File: config.mk
export PLATFORM = sky130hd
export DESIGN_NAME = cbe_queue
export DESIGN_NICKNAME = d
export VERILOG_FILES = /design/src/rtl/cbe_pkg.sv /design/src/rtl/cbe_queue.sv
export SDC_FILE = /design/constraint.sdc
export NUM_CORES = 1
export LEC_CHECK = 0
export ABC_AREA = 1
export BUFFER_PORTS_ARGS = -buffer_cell sky130_fd_sc_hd__clkbuf_2
export CAP_MARGIN = 20
export CORE_ASPECT_RATIO = 1.1
export CORE_MARGIN = 2
export CORE_UTILIZATION = 54
export CTS_BUF_LIST = sky130_fd_sc_hd__clkbuf_8
export DETAILED_ROUTE_END_ITERATION = 8
export PLACE_DENSITY = 0.82
export SETUP_SLACK_MARGIN = 0.3
export SLEW_MARGIN = 25
export SYNTH_ARGS = -nofsm -noshare
export SYNTH_HDL_FRONTEND = slang
export SYNTH_SLANG_ARGS = --single-unit
File: constraint.sdc
create_clock -name clk -period 3.4 [get_ports clk]
set_input_delay 0.17 -clock clk [delete_from_list [all_inputs] [get_ports clk]]
set_output_delay 0.17 -clock clk [all_outputs]
set_load 0.02 [all_outputs]
File: src/rtl/cbe_pkg.sv
// ----------------------------------------------------------------------------
// Cubic B-spline evaluator package
// Shared widths, payload structs, queue entry and sequencer state types, and
// the fixed-point helpers used by the evaluation datapath.
// ----------------------------------------------------------------------------
package cbe_pkg;

    localparam int DATA_W        = 32;
    localparam int FRAC_BITS     = 16;
    localparam int INDEX_W       = 10;
    localparam int TABLE_DEPTH   = 1024;
    localparam int CNT_W         = 10;
    localparam int SPLINE_DEGREE = 3;
    localparam int WINDOW_KNOTS  = 7;
    localparam int WIN_LEN       = WINDOW_KNOTS + 1;
    localparam int QUEUE_DEPTH   = 2;

    // Product of two Q values after the fraction is dropped, and the accumulator.
    localparam int PQ_W  = 2 * DATA_W - FRAC_BITS;
    localparam int ACC_W = PQ_W + 4;
    // Magnitude of a ratio dividend: 33-bit difference shifted up by the fraction.
    localparam int DIFF_W = DATA_W + 1;
    localparam int DVD_W  = DIFF_W + FRAC_BITS;

    localparam logic [1:0] MODE_KNOT = 2'd0;
    localparam logic [1:0] MODE_COEF = 2'd1;
    localparam logic [1:0] MODE_EVAL = 2'd2;

    typedef struct packed {
        logic [1:0]               mode;
        logic [INDEX_W-1:0]       table_index;
        logic signed [DATA_W-1:0] data_value;
    } req_t;

    typedef struct packed {
        logic signed [DATA_W-1:0] spline_value;
        logic                     in_range;
    } rsp_t;

    typedef enum logic [1:0] {
        OP_KNOT,
        OP_COEF,
        OP_EVAL
    } op_t;

    typedef struct packed {
        op_t                      op;
        logic [INDEX_W-1:0]       index;
        logic signed [DATA_W-1:0] data;
    } qent_t;

    typedef struct packed {
        logic                     start;
        logic signed [DIFF_W-1:0] num;
        logic signed [DIFF_W-1:0] den;
    } div_req_t;

    typedef struct packed {
        logic                     done;
        logic signed [DATA_W-1:0] quo;
    } div_rsp_t;

    typedef enum logic [3:0] {
        BK_IDLE,
        BK_SR_FIRST,
        BK_SR_SCAN,
        BK_WIN,
        BK_BASE,
        BK_TERM_RD,
        BK_DIV_SET,
        BK_DIV,
        BK_MUL,
        BK_TRUNC,
        BK_COMB,
        BK_COEF_RD,
        BK_COEF_MUL,
        BK_COEF_ACC,
        BK_OUT
    } bk_state_t;

    // Clamp a wide signed value to the 32-bit signed range.
    function automatic logic signed [DATA_W-1:0] sat_word(input logic signed [ACC_W-1:0] v);
        logic signed [DATA_W-1:0] r;
        if (v[ACC_W-1:DATA_W-1] == '0 || v[ACC_W-1:DATA_W-1] == '1) begin
            r = v[DATA_W-1:0];
        end
        else if (v[ACC_W-1]) begin
            r = {1'b1, {(DATA_W-1){1'b0}}};
        end
        else begin
            r = {1'b0, {(DATA_W-1){1'b1}}};
        end
        return r;
    endfunction

    // Drop the fraction of a Q product, rounding toward zero.
    function automatic logic signed [PQ_W-1:0] trunc_q(input logic signed [2*DATA_W-1:0] p);
        logic signed [2*DATA_W-1:0] b;
        b = p + (p[2*DATA_W-1] ? ((2*DATA_W)'(1) << FRAC_BITS) - (2*DATA_W)'(1)
                               : (2*DATA_W)'(0));
        return b[2*DATA_W-1:FRAC_BITS];
    endfunction

    function automatic logic signed [ACC_W-1:0] ext_pq(input logic signed [PQ_W-1:0] v);
        return {{(ACC_W-PQ_W){v[PQ_W-1]}}, v};
    endfunction

endpackage

File: src/rtl/cbe_queue.sv
// ----------------------------------------------------------------------------
// Request queue
// Short first-in first-out buffer between the front end and the back end.
// ----------------------------------------------------------------------------
module cbe_queue (
    input  logic           clk,
    input  logic           rst_n,
    input  logic           push,
    input  cbe_pkg::qent_t push_ent,
    input  logic           pop,
    output cbe_pkg::qent_t head,
    output logic           nonempty,
    output logic           full
);
    import cbe_pkg::*;

    localparam int PTR_W = (QUEUE_DEPTH > 1) ? $clog2(QUEUE_DEPTH) : 1;
    localparam int CQ_W  = $clog2(QUEUE_DEPTH + 1);

    qent_t            ent_reg [QUEUE_DEPTH];
    logic [PTR_W-1:0] wr_ptr_reg, wr_ptr_next;
    logic [PTR_W-1:0] rd_ptr_reg, rd_ptr_next;
    logic [CQ_W-1:0]  count_reg, count_next;

    function automatic logic [PTR_W-1:0] ptr_inc(input logic [PTR_W-1:0] p);
        logic [PTR_W-1:0] r;
        if (int'(p) == QUEUE_DEPTH - 1) begin
            r = '0;
        end
        else begin
            r = p + PTR_W'(1);
        end
        return r;
    endfunction

    assign head     = ent_reg[rd_ptr_reg];
    assign nonempty = (count_reg != '0);
    assign full     = (count_reg == CQ_W'(QUEUE_DEPTH));

    always_comb
    begin
        wr_ptr_next = push ? ptr_inc(wr_ptr_reg) : wr_ptr_reg;
        rd_ptr_next = pop ? ptr_inc(rd_ptr_reg) : rd_ptr_reg;
        count_next  = count_reg + CQ_W'(push) - CQ_W'(pop);
    end

    always_ff @(posedge clk or negedge rst_n)
    begin
        if (!rst_n) begin
            wr_ptr_reg <= '0;
            rd_ptr_reg <= '0;
            count_reg  <= '0;
        end
        else begin
            wr_ptr_reg <= wr_ptr_next;
            rd_ptr_reg <= rd_ptr_next;
            count_reg  <= count_next;
        end
    end

    always_ff @(posedge clk)
    begin
        if (push) begin
            ent_reg[wr_ptr_reg] <= push_ent;
        end
    end

endmodule

==> summary.md <==
| Metric | Value |
|---|---|
| Status | completed |
| Number of synthesized flops with an enable pin | 88 |
| Largest net degree at the start of global routing | 61 |
| CTS Sinks | 92 |
| First-pass GRT wire length | about 8400 um |
| Via count | 2132 |
| Clock Tree Buf Depth | 2 |
| R2R Path End | ent_reg[0][42] |
| Clk_skew | ~0.0058 ns |
| Hold path start | push_ent[32] |
| Most common cell in the netlist | edfxtp_1 |
| Ports | 94 |
| Synth unique cells | 14 |
| CP required | 3.23 ns |
| Area leader, netlist | edfxtp_1 |
| Mean post-synth cell area | between 10 and 15 sq um |
| FF-to-FF Start | wr_ptr_reg |
| Register area | 2740 sq um |
| IO Port Bufs | 93 |
| DRC Markers | 0 |
| Final setup vio count | 0 |
| Root Buffer | clkbuf_8 |
| Fin. Hold Viols | 0 |
| Max Fclk | 438 MHz |
| Layout cells sized above 1 | 0.316 |
| Critical Path Start Type | register |
| Fin nets | ~420 |
| Critical Path Fanout Max | 60 |
| Syn nets | around 310 |
| Initial cell density of the core | 0.561 |
| Area growth syn-to-layout | 23.6% |
| Worst Hold Depth | 1 |
| Final core utilization | 0.693 |
| Clock slew at reported path FFs | 0.09 ns |
| Post-Synthesis Cells | about 260 |
| Worst-Skew Late Latency | 0.35 ns |
| Synth area leaders | edfxtp_1 (76%), inv_1 (5.5%), nand2_1 (5.5%) |
| # fillers | 459 |
| Gr ovfl total | 0 |
| Async S/R FF share, synth | 0.0435 |
| TritonCTS clock tree | built |
| Placer Congestion | 0.721 |
| Post-Syn Area | 3490 sq um |
| R2R setup slack | 1.66 ns |
| Drt pass-1 iters | 4 |
| Global Route Usage Sum | 0.165 |
| HP Class | in2reg |
| Die ar. | 7130 sq um |
| Max reg flops | 88 |
| Die Span X | slightly above 80 um |
| # H-tree levels | 3 |
| ANT cells | 0 |
| Max-cap violation count | 0 |
| WP data arrival | 2.11 ns |
| # rows | 30 |
| Worst R2R Path Depth | 2 |
| Unrepaired setup endpoints after global routing | no |
| DP Wirelength | 3860 um |
| Max VDD drop | 0.000531 V |
| Initial antenna violation count | 0 |
| Max-slew violation count | 0 |
| Hold EP | ent_reg[0][32] |
| PwrDens | slightly below 800 nW/um^2 |
| Post-synthesis register bit count | a little over 90 |
| Die height | between 80 and 90 um |
| CP Capture Type | output pin |
| Final WL | 5730 um |
| Final ANT Viol Nets | 0 |
| Fin crit share | 0.671 |
| Pleak | 0.00189 uW |
| Top cell type's share of synthesized area | 0.756 |
| Area of the multi-input gates | 497 sq um |
| CTS Buf Count | 9 |
| Synth warn | 0 |
| Final setup TNS | 0 ns |
| Crit path time final | 2.28 ns |
| Post-CTS Resized | 0 |
| Sequential area share after synthesis | 0.785 |
| Worst setup path class | reg2out |
| Top cells by count, synth | edfxtp_1 (88), inv_1 (51), nand2_1 (51), o21ai_0 (33) |
| Iter 0 DRT Violations | 109 |
| Core Region | 6230 sq um |
| DR vias/cell | 4.74 |
| Ys flop type | edfxtp_1 |
| Vias in the first global route | 1908 |
| DR WL/cell | about 13 um |
| Worst Tran Pin Value | around 0.94 ns |
| Slew margin rel. | 0.374 |
[cell usage in the layout, fill, tap and decap left out, types with 3 or more instances in the layout]
master | Yosys | layout
o21ai_0 | 33 | 33
dfrtp_1 | 4 | 3
dlygate4sd3_1 | 0 | 14
o21ai_1 | 5 | 5
inv_1 | 51 | 51
nand2_1 | 51 | 51
o21ai_2 | 6 | 6
clkbuf_8 | 0 | 9
edfxtp_1 | 88 | 88
clkbuf_2 | 0 | 93
[power breakdown]
| group | internal (uW) | switching, uW | leakage (uW) |
|---|---|---|---|
| registers | 1510 | 143 | 0.000872 |
| logic | 358 | 811 | 0.000939 |
| clock network | 262 | 358 | 0.0000821 |
[metal layers]
| metal | global-route usage | up-vias | wire, um | share of wire |
|---|---|---|---|---|
| li1 | - | 1071 | - | - |
| met4 | 0.0955 | 0 | 136 | 0.024 |
| met1 | 0.177 | 991 | 2210 | 0.39 |
| met2 | 0.302 | 59 | 3130 | 0.55 |
| met3 | 0.0327 | 11 | 248 | 0.043 |
| met5 | 0 | - | 0 | 0 |
[kinds of logic (layout without fill, tap and decap cells)]
| logic type | Yosys count | after routing | synth area share |
|---|---|---|---|
| buffers and inverters | 61 | 176 | 0.0752 |
| adder cells (fa/ha/maj) | 2 | 2 | 0.00716 |
| AO/OA/AOI/OAI | 44 | 44 | 0.0695 |
| AND/OR/NAND/NOR | 54 | 54 | 0.0584 |
| XOR/XNOR | 2 | 2 | 0.00501 |
| flip-flops | 92 | 92 | 0.785 |
[layout make-up]
type                       count  share of cell area
clock buffer                   9              0.0287
clock inverter                 7              0.0101
inverter                      51              0.0443
multi-input combinational    102               0.115
sequential                    92               0.635
tap                           80              0.0232
timing repair buffer         109               0.144
[repair_timing]
action,in CTS,in global routing
endpoints found under the setup margin,0,0
setup buffers,0,0
endpoints found under the hold margin,12,15
hold buffers,5,9
[worst max path at each step]
stage                          endpoint       start  slack [ns]  depth (start not counted)
after floorplan           ent_reg[0][0]  wr_ptr_reg        0.69                          1
after global placement         head[25]  rd_ptr_reg        1.54                          4
after detailed placement       head[33]  rd_ptr_reg        1.46                          4
after CTS                      head[33]  rd_ptr_reg        1.07                          4
after global routing           head[33]  rd_ptr_reg        0.96                          4
final                          head[33]  rd_ptr_reg        1.12                          4
[per-stage QoR]
step           cell area [sq um]  total power, uW  setup WS (ns)  instances  hold slack [ns]
4_1_cts                     4230             3470           1.07        441         0.000403
3_3_place_gp                4010             2810           1.54        420          -0.0142
2_1_floorplan               3490             2480          0.693        255           -0.126
3_5_place_dp                4010             2850           1.46        420          -0.0150
6_report                    4320             3440           1.12        450           0.0104
5_1_grt                     4320             3640          0.955        450          0.00226
[critical path, cell delays in order, from the launching register on]
cell and delay [ns]:
dfrtp_2 0.92, buf_4 0.44, nand2_1 0.10, o21ai_0 0.10, clkbuf_2 0.21
Power figures use the tool's default switching activity.
